[src/rtl/core/mpsp_pkg.sv]
// ----------------------------------------------------------------------------
// mpsp_pkg
// Shared types, constants and pitch table for the play-string parser.
// ----------------------------------------------------------------------------
package mpsp_pkg;

  localparam int QUEUE_DEPTH = 2;
  localparam int DVD_W       = 26;
  localparam int DSR_W       = 8;

  localparam logic [DVD_W-1:0] MINUTE_US  = DVD_W'(60000000);
  localparam logic [20:0]      QUARTER_RST = 21'd500000;
  localparam logic [22:0]      LEN_RST     = 23'd500000;
  localparam logic [2:0]       OCT_RST     = 3'd3;
  localparam logic [2:0]       OCT_MAX     = 3'd6;
  localparam logic [9:0]       N_MAX       = 10'd84;
  localparam logic [9:0]       LEN_MAX     = 10'd64;
  localparam logic [9:0]       TEMPO_MIN   = 10'd32;
  localparam logic [9:0]       TEMPO_MAX   = 10'd255;

  typedef enum logic [3:0] {
    CL_OTHER, CL_NUL, CL_DIGIT, CL_NOTE, CL_O, CL_LT, CL_GT, CL_N,
    CL_L, CL_P, CL_T, CL_M, CL_S, CL_SHARP, CL_FLAT, CL_DOT
  } cls_t;

  typedef struct packed {
    cls_t       cls;
    logic [3:0] val;
  } char_t;

  // Top octave (octave 6) semitone frequencies.
  function automatic logic [11:0] top_hz(input logic [3:0] s);
    logic [11:0] r;
    case (s)
      4'd0:    r = 12'd2093;
      4'd1:    r = 12'd2217;
      4'd2:    r = 12'd2349;
      4'd3:    r = 12'd2489;
      4'd4:    r = 12'd2637;
      4'd5:    r = 12'd2794;
      4'd6:    r = 12'd2960;
      4'd7:    r = 12'd3136;
      4'd8:    r = 12'd3322;
      4'd9:    r = 12'd3520;
      4'd10:   r = 12'd3729;
      default: r = 12'd3951;
    endcase
    return r;
  endfunction

endpackage

[src/rtl/core/music_play_string_parser.sv]
// ----------------------------------------------------------------------------
// music_play_string_parser
// Play-string parser: characters in, tone items (frequency, sound and silence
// time) out.
// ----------------------------------------------------------------------------
// Takes one character per input beat and gives one result beat per finished
// note or rest, plus a done beat (with abort status) on the terminator byte 0;
// a note or rest that the terminator closes is carried on the done beat.
// A note's beat leaves when the character after it arrives, since a dot may
// still follow. A tempo, length or rest command also runs a divide on the
// shared one-bit-per-cycle divider. A classifying input register and a short
// character queue decouple the input from the parser; the result register
// holds the last result until it is taken, and the parser takes no new
// character from the queue while it waits.
// ----------------------------------------------------------------------------
module music_play_string_parser #(
  parameter int QUEUE_DEPTH = mpsp_pkg::QUEUE_DEPTH
) (
  input  logic        clk,
  input  logic        rst,
  input  logic [7:0]  command_char,
  input  logic        in_valid,
  output logic        in_stall,
  output logic [11:0] tone_hz,
  output logic [23:0] sound_us,
  output logic [23:0] silence_us,
  output logic        string_done,
  output logic        abort_status,
  output logic        out_valid,
  input  logic        out_stall
);

  // Front to queue
  logic            push;
  mpsp_pkg::char_t push_char;
  logic            q_full;
  // Queue to parser
  logic            pop;
  logic            q_valid;
  mpsp_pkg::char_t q_char;

  // Classify each character as it is accepted.
  mpsp_front u_front (
    .clk          (clk),
    .rst          (rst),
    .command_char (command_char),
    .in_valid     (in_valid),
    .in_stall     (in_stall),
    .push         (push),
    .push_char    (push_char),
    .q_full       (q_full)
  );

  // Hold classified characters while the parser divides.
  mpsp_queue #(
    .DEPTH (QUEUE_DEPTH)
  ) u_queue (
    .clk       (clk),
    .rst       (rst),
    .push      (push),
    .push_char (push_char),
    .full      (q_full),
    .pop       (pop),
    .q_valid   (q_valid),
    .q_char    (q_char)
  );

  // Parse, time and deliver tones.
  mpsp_back u_back (
    .clk          (clk),
    .rst          (rst),
    .q_valid      (q_valid),
    .q_char       (q_char),
    .pop          (pop),
    .tone_hz      (tone_hz),
    .sound_us     (sound_us),
    .silence_us   (silence_us),
    .string_done  (string_done),
    .abort_status (abort_status),
    .out_valid    (out_valid),
    .out_stall    (out_stall)
  );

endmodule

[src/rtl/core/mpsp_front.sv]
// ----------------------------------------------------------------------------
// mpsp_front
// Input register: accept a character beat and classify it for the parser.
// ----------------------------------------------------------------------------
module mpsp_front (
  input  logic                 clk,
  input  logic                 rst,
  input  logic [7:0]           command_char,
  input  logic                 in_valid,
  output logic                 in_stall,
  output logic                 push,
  output mpsp_pkg::char_t      push_char,
  input  logic                 q_full
);

  logic            f_valid;
  mpsp_pkg::char_t f_char;

  function automatic mpsp_pkg::char_t classify(input logic [7:0] c);
    mpsp_pkg::char_t r;
    logic [7:0]      u;
    u = (c >= 8'h61 && c <= 8'h7a) ? c - 8'd32 : c;
    r.cls = mpsp_pkg::CL_OTHER;
    r.val = 4'd0;
    if (c == 8'h00) r.cls = mpsp_pkg::CL_NUL;
    else if (c >= 8'h30 && c <= 8'h39) begin
      r.cls = mpsp_pkg::CL_DIGIT;
      r.val = 4'(c - 8'h30);
    end else if (u >= 8'h41 && u <= 8'h47) begin
      r.cls = mpsp_pkg::CL_NOTE;
      r.val = 4'(u - 8'h41);
    end else if (u == 8'h4f) r.cls = mpsp_pkg::CL_O;
    else if (u == 8'h3c) r.cls = mpsp_pkg::CL_LT;
    else if (u == 8'h3e) r.cls = mpsp_pkg::CL_GT;
    else if (u == 8'h4e) r.cls = mpsp_pkg::CL_N;
    else if (u == 8'h4c) r.cls = mpsp_pkg::CL_L;
    else if (u == 8'h50) r.cls = mpsp_pkg::CL_P;
    else if (u == 8'h54) r.cls = mpsp_pkg::CL_T;
    else if (u == 8'h4d) r.cls = mpsp_pkg::CL_M;
    else if (u == 8'h53) r.cls = mpsp_pkg::CL_S;
    else if (c == 8'h23 || c == 8'h2b) r.cls = mpsp_pkg::CL_SHARP;
    else if (c == 8'h2d) r.cls = mpsp_pkg::CL_FLAT;
    else if (c == 8'h2e) r.cls = mpsp_pkg::CL_DOT;
    return r;
  endfunction

  assign in_stall  = f_valid && q_full;
  assign push      = f_valid && !q_full;
  assign push_char = f_char;

  always_ff @(posedge clk) begin
    if (rst) begin
      f_valid <= 1'b0;
    end else if (!in_stall) begin
      f_valid <= in_valid;
    end
    if (!in_stall && in_valid) begin
      f_char <= classify(command_char);
    end
  end

endmodule

[src/rtl/core/mpsp_queue.sv]
// ----------------------------------------------------------------------------
// mpsp_queue
// Short FIFO of classified characters between front and back.
// ----------------------------------------------------------------------------
module mpsp_queue #(
  parameter int DEPTH = mpsp_pkg::QUEUE_DEPTH
) (
  input  logic            clk,
  input  logic            rst,
  input  logic            push,
  input  mpsp_pkg::char_t push_char,
  output logic            full,
  input  logic            pop,
  output logic            q_valid,
  output mpsp_pkg::char_t q_char
);

  localparam int IW = (DEPTH > 1) ? $clog2(DEPTH) : 1;
  localparam int CW = $clog2(DEPTH + 1);

  mpsp_pkg::char_t entries [DEPTH];
  logic [IW-1:0]   wr_ptr;
  logic [IW-1:0]   rd_ptr;
  logic [CW-1:0]   count;

  function automatic logic [IW-1:0] bump(input logic [IW-1:0] p);
    return (p == IW'(DEPTH - 1)) ? '0 : p + 1'b1;
  endfunction

  assign full    = (count == CW'(DEPTH));
  assign q_valid = (count != '0);
  assign q_char  = entries[rd_ptr];

  always_ff @(posedge clk) begin
    if (rst) begin
      wr_ptr <= '0;
      rd_ptr <= '0;
      count  <= '0;
    end else begin
      if (push) wr_ptr <= bump(wr_ptr);
      if (pop)  rd_ptr <= bump(rd_ptr);
      if (push && !pop) count <= count + 1'b1;
      else if (pop && !push) count <= count - 1'b1;
    end
    if (push) entries[wr_ptr] <= push_char;
  end

endmodule

[src/rtl/core/mpsp_div.sv]
// ----------------------------------------------------------------------------
// mpsp_div
// Restoring divider, one quotient bit per cycle.
// ----------------------------------------------------------------------------
module mpsp_div (
  input  logic                       clk,
  input  logic                       rst,
  input  logic                       start,
  input  logic [mpsp_pkg::DVD_W-1:0] dividend,
  input  logic [mpsp_pkg::DSR_W-1:0] divisor,
  output logic                       done,
  output logic [mpsp_pkg::DVD_W-1:0] quotient
);

  localparam int NW = $clog2(mpsp_pkg::DVD_W + 1);

  logic [mpsp_pkg::DSR_W-1:0] rem;
  logic [mpsp_pkg::DSR_W-1:0] dsr;
  logic [mpsp_pkg::DVD_W-1:0] quo;
  logic [NW-1:0]              cnt;
  logic [mpsp_pkg::DSR_W:0]   trial;
  logic                       fits;

  assign trial    = {rem, quo[mpsp_pkg::DVD_W-1]};
  assign fits     = (trial >= {1'b0, dsr});
  assign quotient = quo;

  always_ff @(posedge clk) begin
    if (rst) begin
      cnt  <= '0;
      done <= 1'b0;
    end else begin
      done <= 1'b0;
      if (start) begin
        cnt <= NW'(mpsp_pkg::DVD_W);
      end else if (cnt != '0) begin
        cnt <= cnt - 1'b1;
        if (cnt == NW'(1)) done <= 1'b1;
      end
    end
    if (start) begin
      rem <= '0;
      dsr <= divisor;
      quo <= dividend;
    end else if (cnt != '0) begin
      rem <= fits ? mpsp_pkg::DSR_W'(trial - {1'b0, dsr}) : trial[mpsp_pkg::DSR_W-1:0];
      quo <= {quo[mpsp_pkg::DVD_W-2:0], fits};
    end
  end

endmodule

[src/rtl/core/mpsp_back.sv]
// ----------------------------------------------------------------------------
// mpsp_back
// Parser proper: one parse pass per cycle over the queued character while no
// divide runs, tempo, length and rest divides on the shared divider, and the
// result register.
module mpsp_back (
  input  logic            clk,
  input  logic            rst,
  input  logic            q_valid,
  input  mpsp_pkg::char_t q_char,
  output logic            pop,
  output logic [11:0]     tone_hz,
  output logic [23:0]     sound_us,
  output logic [23:0]     silence_us,
  output logic            string_done,
  output logic            abort_status,
  output logic            out_valid,
  input  logic            out_stall
);

  typedef enum logic [1:0] {S_WAIT, S_PASS, S_DIV, S_END} step_t;
  typedef enum logic [3:0] {
    P_IDLE, P_ABORT, P_OCT, P_MODE, P_ACC, P_DOT, P_NUM1, P_NUM2, P_T3
  } phase_t;
  typedef enum logic [1:0] {K_N, K_L, K_P, K_T} kind_t;

  step_t          state, state_next;
  phase_t         phase, phase_next;
  kind_t          kind, kind_next;
  mpsp_pkg::cls_t cls, cls_next;
  logic [3:0]     val, val_next;
  logic [9:0]     dv, dv_next;
  logic [2:0]     oct, oct_next;
  logic [20:0]    quarter, quarter_next;
  logic [22:0]    note_len, note_len_next;
  logic [1:0]     art, art_next;
  logic [11:0]    pend_hz, pend_hz_next;
  logic [22:0]    pend_len, pend_len_next;
  logic [2:0]     letter, letter_next;
  logic           aborted, aborted_next;
  logic           again, again_next;
  logic           item_have, item_have_next;
  logic [11:0]    o_hz, o_hz_next;
  logic [23:0]    o_snd, o_snd_next;
  logic [23:0]    o_sil, o_sil_next;
  logic           o_done, o_done_next;
  logic           o_ab, o_ab_next;
  logic           o_valid, o_valid_next;

  logic                       div_start;
  logic [mpsp_pkg::DVD_W-1:0] div_dvd;
  logic [mpsp_pkg::DSR_W-1:0] div_dsr;
  logic                       div_done;
  logic [mpsp_pkg::DVD_W-1:0] div_q;

  mpsp_div u_div (
    .clk      (clk),
    .rst      (rst),
    .start    (div_start),
    .dividend (div_dvd),
    .divisor  (div_dsr),
    .done     (div_done),
    .quotient (div_q)
  );

  function automatic logic [3:0] letter_semi(input logic [2:0] l);
    logic [3:0] r;
    case (l)
      3'd1:    r = 4'd11;
      3'd2:    r = 4'd0;
      3'd3:    r = 4'd2;
      3'd4:    r = 4'd4;
      3'd5:    r = 4'd5;
      3'd6:    r = 4'd7;
      default: r = 4'd9;
    endcase
    return r;
  endfunction

  function automatic logic [11:0] pitch(input logic [4:0] semi, input logic [2:0] o);
    logic [4:0] s;
    logic [2:0] oc;
    s  = (semi >= 5'd12) ? semi - 5'd12 : semi;
    oc = (o > mpsp_pkg::OCT_MAX) ? mpsp_pkg::OCT_MAX : o;
    return mpsp_pkg::top_hz(s[3:0]) >> (mpsp_pkg::OCT_MAX - oc);
  endfunction

  function automatic logic [11:0] n_pitch(input logic [9:0] v);
    logic [6:0] n;
    logic [2:0] o;
    logic [6:0] s;
    n = 7'(v - 10'd1);
    o = '0;
    for (int k = 1; k <= 6; k++) begin
      if (n >= 7'(12 * k)) o = o + 3'd1;
    end
    s = n - 7'(o * 4'd12);
    return (v == '0) ? 12'd0 : pitch(s[4:0], o);
  endfunction

  // Temporaries of the pass logic
  logic        fin_en;
  logic [9:0]  fin_v;
  logic        rep;
  logic        emit_en;
  logic [11:0] emit_hz;
  logic [22:0] emit_len;
  logic        emit_dot;
  logic [24:0] d;
  logic [26:0] d7;
  logic [25:0] d3;
  logic [3:0]  semi;

  always_comb begin
    state_next     = state;
    phase_next     = phase;
    kind_next      = kind;
    cls_next       = cls;
    val_next       = val;
    dv_next        = dv;
    oct_next       = oct;
    quarter_next   = quarter;
    note_len_next  = note_len;
    art_next       = art;
    pend_hz_next   = pend_hz;
    pend_len_next  = pend_len;
    letter_next    = letter;
    aborted_next   = aborted;
    again_next     = again;
    item_have_next = item_have;
    o_hz_next      = o_hz;
    o_snd_next     = o_snd;
    o_sil_next     = o_sil;
    o_done_next    = o_done;
    o_ab_next      = o_ab;
    o_valid_next   = o_valid && out_stall;
    pop            = 1'b0;
    div_start      = 1'b0;
    div_dvd        = mpsp_pkg::MINUTE_US;
    div_dsr        = '0;
    fin_en         = 1'b0;
    fin_v          = dv;
    rep            = 1'b0;
    emit_en        = 1'b0;
    emit_hz        = pend_hz;
    emit_len       = pend_len;
    emit_dot       = 1'b0;
    semi           = letter_semi(letter);

    case (state)
      S_WAIT: begin
        if (q_valid && !o_valid) begin
          pop        = 1'b1;
          cls_next   = q_char.cls;
          val_next   = q_char.val;
          state_next = S_PASS;
        end
      end
      S_PASS: begin
        case (phase)
          P_IDLE: begin
            case (cls)
              mpsp_pkg::CL_O:  phase_next = P_OCT;
              mpsp_pkg::CL_LT: begin
                if (oct == '0) begin
                  aborted_next = 1'b1;
                  phase_next   = P_ABORT;
                end else oct_next = oct - 3'd1;
              end
              mpsp_pkg::CL_GT: begin
                if (oct >= mpsp_pkg::OCT_MAX) begin
                  aborted_next = 1'b1;
                  phase_next   = P_ABORT;
                end else oct_next = oct + 3'd1;
              end
              mpsp_pkg::CL_N: begin phase_next = P_NUM1; kind_next = K_N; end
              mpsp_pkg::CL_L: begin phase_next = P_NUM1; kind_next = K_L; end
              mpsp_pkg::CL_P: begin phase_next = P_NUM1; kind_next = K_P; end
              mpsp_pkg::CL_T: begin phase_next = P_NUM1; kind_next = K_T; end
              mpsp_pkg::CL_M: phase_next = P_MODE;
              mpsp_pkg::CL_NOTE: begin
                letter_next = val[2:0];
                phase_next  = P_ACC;
              end
              default: ;
            endcase
          end
          P_OCT: begin
            if (cls == mpsp_pkg::CL_DIGIT && val <= 4'd6) begin
              oct_next   = val[2:0];
              phase_next = P_IDLE;
            end else begin
              aborted_next = 1'b1;
              phase_next   = P_ABORT;
            end
          end
          P_MODE: begin
            phase_next = P_IDLE;
            case (cls)
              mpsp_pkg::CL_NUL: rep = 1'b1;
              mpsp_pkg::CL_N:   art_next = 2'd0;
              mpsp_pkg::CL_L:   art_next = 2'd1;
              mpsp_pkg::CL_S:   art_next = 2'd2;
              default: ;
            endcase
          end
          P_ACC: begin
            pend_len_next = note_len;
            if (cls == mpsp_pkg::CL_SHARP) begin
              if (letter == 3'd1) begin
                aborted_next = 1'b1;
                phase_next   = P_ABORT;
              end else begin
                pend_hz_next = pitch(5'(semi) + 5'd1, oct);
                phase_next   = P_DOT;
              end
            end else if (cls == mpsp_pkg::CL_FLAT) begin
              if (letter == 3'd2) begin
                aborted_next = 1'b1;
                phase_next   = P_ABORT;
              end else begin
                pend_hz_next = pitch(5'(semi) + 5'd11, oct);
                phase_next   = P_DOT;
              end
            end else begin
              pend_hz_next = pitch(5'(semi), oct);
              phase_next   = P_IDLE;
              emit_en      = 1'b1;
              emit_hz      = pend_hz_next;
              emit_len     = note_len;
              emit_dot     = (cls == mpsp_pkg::CL_DOT);
              rep          = (cls != mpsp_pkg::CL_DOT);
            end
          end
          P_DOT: begin
            phase_next = P_IDLE;
            emit_en    = 1'b1;
            emit_dot   = (cls == mpsp_pkg::CL_DOT);
            rep        = (cls != mpsp_pkg::CL_DOT);
          end
          P_NUM1: begin
            if (cls == mpsp_pkg::CL_DIGIT) begin
              dv_next    = 10'(val);
              phase_next = P_NUM2;
            end else begin
              aborted_next = 1'b1;
              phase_next   = P_ABORT;
            end
          end
          P_NUM2, P_T3: begin
            if (cls == mpsp_pkg::CL_DIGIT) begin
              if (phase == P_NUM2 && kind == K_T) begin
                dv_next    = 10'(dv * 4'd10) + 10'(val);
                phase_next = P_T3;
              end else begin
                fin_en = 1'b1;
                fin_v  = 10'(dv * 4'd10) + 10'(val);
              end
            end else begin
              fin_en = 1'b1;
              rep    = 1'b1;
            end
          end
          default: ;
        endcase

        if (fin_en) begin
          phase_next = P_IDLE;
          dv_next    = fin_v;
          case (kind)
            K_N: begin
              if (fin_v > mpsp_pkg::N_MAX) begin
                aborted_next = 1'b1;
                phase_next   = P_ABORT;
              end else begin
                pend_hz_next  = n_pitch(fin_v);
                pend_len_next = note_len;
                phase_next    = P_DOT;
              end
            end
            K_T: begin
              if (fin_v < mpsp_pkg::TEMPO_MIN || fin_v > mpsp_pkg::TEMPO_MAX) begin
                aborted_next = 1'b1;
                phase_next   = P_ABORT;
              end else begin
                div_start = 1'b1;
                div_dvd   = mpsp_pkg::MINUTE_US;
                div_dsr   = fin_v[mpsp_pkg::DSR_W-1:0];
              end
            end
            default: begin
              if (fin_v < 10'd1 || fin_v > mpsp_pkg::LEN_MAX) begin
                aborted_next = 1'b1;
                phase_next   = P_ABORT;
              end else begin
                div_start = 1'b1;
                div_dvd   = mpsp_pkg::DVD_W'({quarter, 2'b00});
                div_dsr   = fin_v[mpsp_pkg::DSR_W-1:0];
              end
            end
          endcase
        end

        again_next = rep;
        if (div_start) state_next = S_DIV;
        else if (rep)  state_next = S_PASS;
        else           state_next = S_END;
      end
      S_DIV: begin
        if (div_done) begin
          case (kind)
            K_T: begin
              quarter_next  = div_q[20:0];
              note_len_next = 23'(div_q[20:0]);
            end
            K_L: note_len_next = div_q[22:0];
            default: begin
              item_have_next = 1'b1;
              o_hz_next      = '0;
              o_snd_next     = '0;
              o_sil_next     = 24'(div_q[22:0]);
            end
          endcase
          state_next = again ? S_PASS : S_END;
        end
      end
      S_END: begin
        state_next     = S_WAIT;
        item_have_next = 1'b0;
        if (cls == mpsp_pkg::CL_NUL) begin
          // Terminator: close the string and restore the power-up settings.
          o_valid_next = 1'b1;
          o_done_next  = 1'b1;
          o_ab_next    = aborted;
          if (!item_have) begin
            o_hz_next  = '0;
            o_snd_next = '0;
            o_sil_next = '0;
          end
          phase_next    = P_IDLE;
          dv_next       = '0;
          oct_next      = mpsp_pkg::OCT_RST;
          quarter_next  = mpsp_pkg::QUARTER_RST;
          note_len_next = mpsp_pkg::LEN_RST;
          art_next      = 2'd0;
          pend_hz_next  = '0;
          pend_len_next = '0;
          letter_next   = '0;
          aborted_next  = 1'b0;
        end else begin
          o_valid_next = item_have;
          o_done_next  = 1'b0;
          o_ab_next    = 1'b0;
        end
      end
      default: state_next = S_WAIT;
    endcase

    // Articulation split of a finished note.
    d  = emit_dot ? 25'(({2'b00, emit_len} * 25'd3) >> 1) : 25'(emit_len);
    d7 = 27'(d) * 27'd7;
    d3 = 26'(d) * 26'd3;
    if (emit_en) begin
      item_have_next = 1'b1;
      o_hz_next      = emit_hz;
      case (art)
        2'd1: begin
          o_snd_next = d[23:0];
          o_sil_next = '0;
        end
        2'd2: begin
          o_snd_next = d3[25:2];
          o_sil_next = 24'(d[24:2]);
        end
        default: begin
          o_snd_next = d7[26:3];
          o_sil_next = 24'(d[24:3]);
        end
      endcase
    end
  end

  always_ff @(posedge clk) begin
    if (rst) begin
      state     <= S_WAIT;
      phase     <= P_IDLE;
      dv        <= '0;
      oct       <= mpsp_pkg::OCT_RST;
      quarter   <= mpsp_pkg::QUARTER_RST;
      note_len  <= mpsp_pkg::LEN_RST;
      art       <= 2'd0;
      pend_hz   <= '0;
      pend_len  <= '0;
      letter    <= '0;
      aborted   <= 1'b0;
      again     <= 1'b0;
      item_have <= 1'b0;
      o_valid   <= 1'b0;
    end else begin
      state     <= state_next;
      phase     <= phase_next;
      dv        <= dv_next;
      oct       <= oct_next;
      quarter   <= quarter_next;
      note_len  <= note_len_next;
      art       <= art_next;
      pend_hz   <= pend_hz_next;
      pend_len  <= pend_len_next;
      letter    <= letter_next;
      aborted   <= aborted_next;
      again     <= again_next;
      item_have <= item_have_next;
      o_valid   <= o_valid_next;
    end
    kind   <= kind_next;
    cls    <= cls_next;
    val    <= val_next;
    o_hz   <= o_hz_next;
    o_snd  <= o_snd_next;
    o_sil  <= o_sil_next;
    o_done <= o_done_next;
    o_ab   <= o_ab_next;
  end

  assign tone_hz      = o_hz;
  assign sound_us     = o_snd;
  assign silence_us   = o_sil;
  assign string_done  = o_done;
  assign abort_status = o_ab;
  assign out_valid    = o_valid;

  a_rise_from_end: assert property (@(posedge clk) disable iff (rst)
    $rose(o_valid) |-> $past(state) == S_END)
    else $error("result raised outside end step");
  a_abort_flagged: assert property (@(posedge clk) disable iff (rst)
    (phase == P_ABORT) |-> aborted)
    else $error("abort phase without abort flag");
  a_octave_range: assert property (@(posedge clk) disable iff (rst)
    oct <= mpsp_pkg::OCT_MAX)
    else $error("octave out of range");
  a_abort_only_done: assert property (@(posedge clk) disable iff (rst)
    (o_valid && o_ab) |-> o_done)
    else $error("abort status on a tone item");

endmodule

[config.mk]
export PLATFORM = sky130hd
export DESIGN_NAME = music_play_string_parser
export DESIGN_NICKNAME = d
export VERILOG_FILES = /design/src/rtl/core/mpsp_pkg.sv /design/src/rtl/core/music_play_string_parser.sv /design/src/rtl/core/mpsp_front.sv /design/src/rtl/core/mpsp_queue.sv /design/src/rtl/core/mpsp_div.sv /design/src/rtl/core/mpsp_back.sv
export SDC_FILE = /design/constraint.sdc
export NUM_CORES = 1
export LEC_CHECK = 0
export ABC_AREA = 1
export BUFFER_PORTS_ARGS = -buffer_cell sky130_fd_sc_hd__buf_2
export CAP_MARGIN = 10
export CORE_ASPECT_RATIO = 0.5
export CORE_UTILIZATION = 30
export DETAILED_ROUTE_END_ITERATION = 12
export GPL_ROUTABILITY_DRIVEN = 0
export PLACE_DENSITY = 0.51
export SKIP_LAST_GASP = 1
export SLEW_MARGIN = 25
export SYNTH_ARGS = -nofsm -noshare
export SYNTH_HDL_FRONTEND = slang
export SYNTH_HIERARCHICAL = 1
export SYNTH_SLANG_ARGS = --single-unit
[constraint.sdc]
create_clock -name clk -period 10.02 [get_ports clk]
set_clock_uncertainty 0.2 [all_clocks]
set_input_delay 0.501 -clock clk [delete_from_list [all_inputs] [get_ports clk]]
set_output_delay 0.501 -clock clk [all_outputs]
set_load 0.01 [all_outputs]
==> results of run 1 <==
cell usage after synthesis (all sizes together), types with 26 or more instances:
master	count
clkbuf	82
a21oi	244
o211ai	47
o22ai	32
nor2	209
nand2	812
dfxtp	127
inv	406
nand3	213
ha	141
nor3	37
nand4	26
edfxtp	129
fa	31
o21ai	277
layout make-up:
type / count / area (um^2) / area share (%)
Clock inverter: 16 / 160 / 0.682
Tap cell: 945 / 1180 / 5.03
Clock buffer: 38 / 800 / 3.40
Inverter: 412 / 1550 / 6.60
Multi-Input combinational cell: 2276 / 12800 / 54.5
Timing Repair Buffer: 102 / 586 / 2.49
Sequential cell: 256 / 6420 / 27.3
power by group through the flow:
stage | sequential, mW | combinational (mW) | clock, mW
final | 1.67 | 2.56 | 1.09
after global routing | 1.70 | 2.86 | 1.16
after CTS | 1.68 | 2.54 | 1.12
after detailed placement | 1.70 | 2.53 | 0
after global placement | 1.69 | 2.52 | 0
after floorplan | 1.66 | 1.79 | 0
cells by family after synthesis:
family,after synthesis,share of synthesized area (%)
AO/OA/AOI/OAI,699,18.8
XOR/XNOR,46,2.03
adder cells (fa/ha/maj),172,11.3
buffers and inverters,514,9.38
flip-flops,256,30.3
multiplexers,14,0.715
other,1,0.0177
AND/OR/NAND/NOR,1342,27.5
layer usage:
| layer | GRT usage (%) | part of all wire (%) | up-vias |
|---|---|---|---|
| li1 | - | - | 10300 |
| met1 | 24.8 | 49 | 9370 |
| met2 | 27.7 | 44 | 468 |
| met3 | 2.08 | 4.8 | 79 |
| met4 | 4.11 | 2.1 | 2 |
| met5 | 0 | 0.017 | - |
flip-flops by register name, indices dropped and copies added (netlist names), 5 cells and up, named ones only:
register / cells
u_back/sound_us: 24
u_back/tone_hz: 12
u_back/u_div/rem: 8
u_queue/entries: 16
u_back/silence_us: 23
u_back/pend_len: 23
u_back/u_div/quotient: 26
u_back/quarter: 21
u_back/pend_hz: 12
u_back/u_div/cnt: 5
u_back/note_len: 23
u_front/push_char: 8
u_back/dv: 10
u_back/u_div/dsr: 8
critical path: cells and delay by family (launching register included):
family / cells / cell delay [ps]
flip-flops: 1 / 340
adder cells (fa/ha/maj): 4 / 1510
AO/OA/AOI/OAI: 13 / 2200
AND/OR/NAND/NOR: 20 / 2250
XOR/XNOR: 1 / 150
buffers and inverters: 8 / 1800
through the flow:
step / power, mW / hold WS, ps
after floorplan: 3.45 / 221
after global placement: 4.21 / 227
after detailed placement: 4.22 / 234
after CTS: 5.34 / 89.3
after global routing: 5.73 / 97.6
final: 5.32 / 115
timing repair:
action,in CTS,in global routing
endpoints found under the hold margin,2,0
hold buffers,2,0
setup buffers,0,0
worst paths after layout:
kind              slack, ps  cells after the start                                 end                          startpoint
hold reg to reg         240                      0     u_queue/entries[1][3]$_DFFE_PP_  u_front/push_char[3]$_SDFFCE_PP0P_
setup / recovery       1320                     46   u_back/sound_us[22]$_SDFFCE_PN0P_        u_back/phase[1]$_SDFFE_PP0P_
setup reg to reg       1320                     46   u_back/sound_us[22]$_SDFFCE_PN0P_        u_back/phase[1]$_SDFFE_PP0P_
hold / removal          120                      2  u_front/push_char[0]$_SDFFCE_PP0P_                     command_char[0]
==> results.cfg, run 1 <==
[grt]
grt_usage_pct = 17.4
grt_pass1_vias = 18500
grt_max_degree = 66
grt_overflow = 0
grt_pass1_wl_mm = 101
antenna_found_initial = 1

[yosys]
async_flop_share_pct = 0
synthDistinctLibCells = 66
yosysWarnings = 6
ys.flop_type = edfxtp_1
synth.ff_latch_count = 256
yosys.area.top_type_share_pct = 18.3
yosys-top-cells-area = edfxtp_1 (18%), nand2_1 (14%), dfxtp_1 (12%)
post_synth_inst_count = 3044
yosysTopAreaCell = edfxtp_1
yosysSeqAreaShare_pct = 30.3
synth-edff-count = 129
synth_area_per_cell_um2 = 6.95
netlist_area_um2 = 21200

[drt]
drc = 0
wl_per_cell_um = 15.8
ant_nets = 0
vias = 20200
wl_mm = 63.9
first_iter_violations = 1509
vias_per_cell = 4.99
firstDrtPassIters = 6

[cts]
clock-root-buffer = clkbuf_16
h-tree-depth = 1
path_clk_slew_ps = 70
numCtsBuffers = 29
clock_sinks = 256
ctsResizeCount = 0
cts_max_path_buffers = 3
clkLatencyLatePin_ps = 580
cts_tree = yes

[cells_and_area]
final_common_cell = nand2_1
utilization_pct = 33.9
post-route-cell-area_um2 = 23500
areaGrowthSynthToFinish_pct = 11.0
final_cells = 4045
final_cell_mix = nand2_1 (778), inv_1 (393), o21ai_0 (265)
drive_above_1_share_pct = 8.65
antennaDiodeCount = 0
nFillCells = 7470
fin_nets = 3261

[power]
pwr-share-comb_pct = 48.1
intPower_mw = 2.89
pwr-share-clk_pct = 20.5
power.density_nw_per_um2 = 226
vdd_drop_max_mv = 0.151
p_leak_nw = 10.7
swShare_pct = 45.7
power_switching_mw = 2.43
seq_power_share_pct = 31.5

[worst_hold_path]
holdCritPathClass = input port to register

[die]
core_um2 = 69300
start_util_pct = 30.5
num_rows = 68
die_y_um = 190
die_x_um = 378
dieArea_um2 = 71700
io_pins = 76

[status]
run_status = complete, no violations

[setup_path]
arrival_ps = 8830
cp_slowest_stage_delay_ps = 480
critPathLaunchType = register
required_ps = 10160
cp_common_cell = nand2_1
crit_type = register to register
endpoint_kind = register
path_max_fanout = 22
critPathSlowestCell = fa_1

[sta]
period_share_pct = 86.8
setup_viol = 0
tightest_slew_ps = 977
max_freq_ghz = 0.115
fin_ws_ps = 1320
max_slew_margin_pct = 34.6
slew_viol_final = 0
fin_crit_ps = 8700
setup_tns_ps = 0
hold_viol = 0
rsz0062_at_grt = false

[placed_design]
post-dp-hpwl_mm = 48.1
placed_cells = 3989
port-buffer-count = 74
post-place-ws_ps = 1370
placed_area_um2 = 22500

[job]
max_cap_violations = 0
Power figures use the tool's default switching activity.
==> run 2: changes to the inputs <==
--- a/config.mk
+++ b/config.mk
@@ -12,7 +12,7 @@
 export CORE_UTILIZATION = 30
 export DETAILED_ROUTE_END_ITERATION = 12
 export GPL_ROUTABILITY_DRIVEN = 0
-export PLACE_DENSITY = 0.51
+export PLACE_DENSITY = 0.52
 export SKIP_LAST_GASP = 1
 export SLEW_MARGIN = 25
 export SYNTH_ARGS = -nofsm -noshare
==> constraint.sdc (replaced) <==
create_clock -name clk -period 7.1 [get_ports clk]
set_clock_uncertainty 0.2 [all_clocks]
set_input_delay 0.355 -clock clk [delete_from_list [all_inputs] [get_ports clk]]
set_output_delay 0.355 -clock clk [all_outputs]
set_load 0.01 [all_outputs]
==> results.cfg, run 2 (synthesis results as in run 1) <==
[placed_design]
placed_cells = 4177
post-dp-hpwl_mm = 49.4
placed_area_um2 = 23900
port-buffer-count = 74

[setup_path]
endpoint_kind = register
required_ps = 7400
critPathLaunchType = register
critPathSlowestCell = fa_2
arrival_ps = 7340
cp_slowest_stage_delay_ps = 560
path_max_fanout = 8
cp_common_cell = nand2_4
crit_type = register to register

[cells_and_area]
utilization_pct = 37.2
final_cells = 4258
largest_reg_flops = 26
antennaDiodeCount = 0
post-route-cell-area_um2 = 25800
final_cell_mix = nand2_1 (743), inv_1 (381), o21ai_0 (245)
areaGrowthSynthToFinish_pct = 22.0
final_common_cell = nand2_1
drive_above_1_share_pct = 18.6
fin_nets = 3473
nFillCells = 7321

[die]
die_y_um = 190
start_util_pct = 30.5
die_x_um = 378
core_um2 = 69300
dieArea_um2 = 71700
io_pins = 76
num_rows = 68

[cts]
path_clk_slew_ps = 70
h-tree-depth = 1
cts_tree = yes
clkLatencyLatePin_ps = 580
clock-root-buffer = clkbuf_16
clock_sinks = 256
cts_max_path_buffers = 3
numCtsBuffers = 30

[drt]
ant_nets = 0
drc = 0
wl_mm = 66.7
vias_per_cell = 4.96
wl_per_cell_um = 15.7
firstDrtPassIters = 5
vias = 21100
first_iter_violations = 1607

[job]
max_cap_violations = 0

[sta]
setup_tns_ps = 0
period_share_pct = 99.2
fin_crit_ps = 7050
max_freq_ghz = 0.142
hold_viol = 0
setup_viol = 0
tightest_slew_ps = 1030
rsz0062_at_grt = true
slew_viol_final = 0
max_slew_margin_pct = 31.1

[grt]
antenna_found_initial = 0
grt_overflow = 0
grt_pass1_vias = 19400
grt_max_degree = 66
grt_pass1_wl_mm = 105
grt_usage_pct = 18.0

[worst_hold_path]
holdCritPathClass = input port to register

[power]
vdd_drop_max_mv = 0.167
p_leak_nw = 11.9
finalPower_mw = 7.68
power.density_nw_per_um2 = 298

[status]
run_status = complete, no violations
run 2: changes by cell type in the layout (fill, tap and decap cells not counted), moves of 12 or more:
cell	before	now
nand2_2	29	50
o21ai_0	265	245
ha_1	141	129
nand2_4	5	18
nand3_2	7	38
inv_1	393	381
nand3_1	204	173
buf_4	26	230
nand2_1	778	743
run 2: final cells by class:
cell class,instances,area (um^2),area share [%]
multi-input cells,2276,13500,52.2
repair buffers,313,2210,8.55
clock buffers,33,783,3.03
well taps,945,1180,4.58
clock inverters,23,180,0.698
flip-flops and latches,256,6420,24.9
inverters,412,1560,6.02
run 2: critical path: cells and delay by family, from the launching register on:
kind                       cells  cell delay, ps
adders and majority gates     10            2830
and+or+nand+nor               24            1800
buffers and inverters          8             840
AOI/OAI and AO/OA              7             910
DFF                            1             340
run 2: worst paths after layout:
check / from / end / slack, ps / cells after the start
setup / recovery: u_back/dv[3]$_SDFFE_PP0P_ / u_back/pend_hz[6]$_SDFFE_PP0P_ / 50 / 49
hold / removal: command_char[2] / u_front/push_char[2]$_SDFFCE_PP0P_ / 90 / 3
setup reg to reg: u_back/dv[3]$_SDFFE_PP0P_ / u_back/pend_hz[6]$_SDFFE_PP0P_ / 50 / 49
hold reg to reg: u_front/push_char[1]$_SDFFCE_PP0P_ / u_queue/entries[0][1]$_DFFE_PP_ / 250 / 0
run 2: metal layers:
metal	track usage [%]	share of wire [%]	vias to the layer above
met5	0	0	-
met4	3.61	1.9	0
met3	1.66	4.9	72
met2	28.8	45	528
met1	26.1	48	9810
li1	-	-	10700
run 2: report_power, final:
group,switching (mW),internal [mW]
registers,0.236,2.10
logic,2.55,1.25
clock network,0.702,0.843
total,3.49,4.19
run 2: what timing repair did:
item | 4_1_cts | 5_1_grt
pin swaps | 30 | 54
buffers inserted | 8 | 14
hold endpoints to repair | 3 | 0
cloned | 0 | 0
gates resized for setup | 43 | 152
hold buffers | 3 | 0
setup endpoints to repair | 16 | 24
run 2: metrics by stage:
stage	hold slack, ps	setup WS, ps
after detailed placement	234	-535
after global routing	92.0	-239
after CTS	63.8	2.74
after global placement	223	-308
final	85.3	54.4
after floorplan	221	49.2
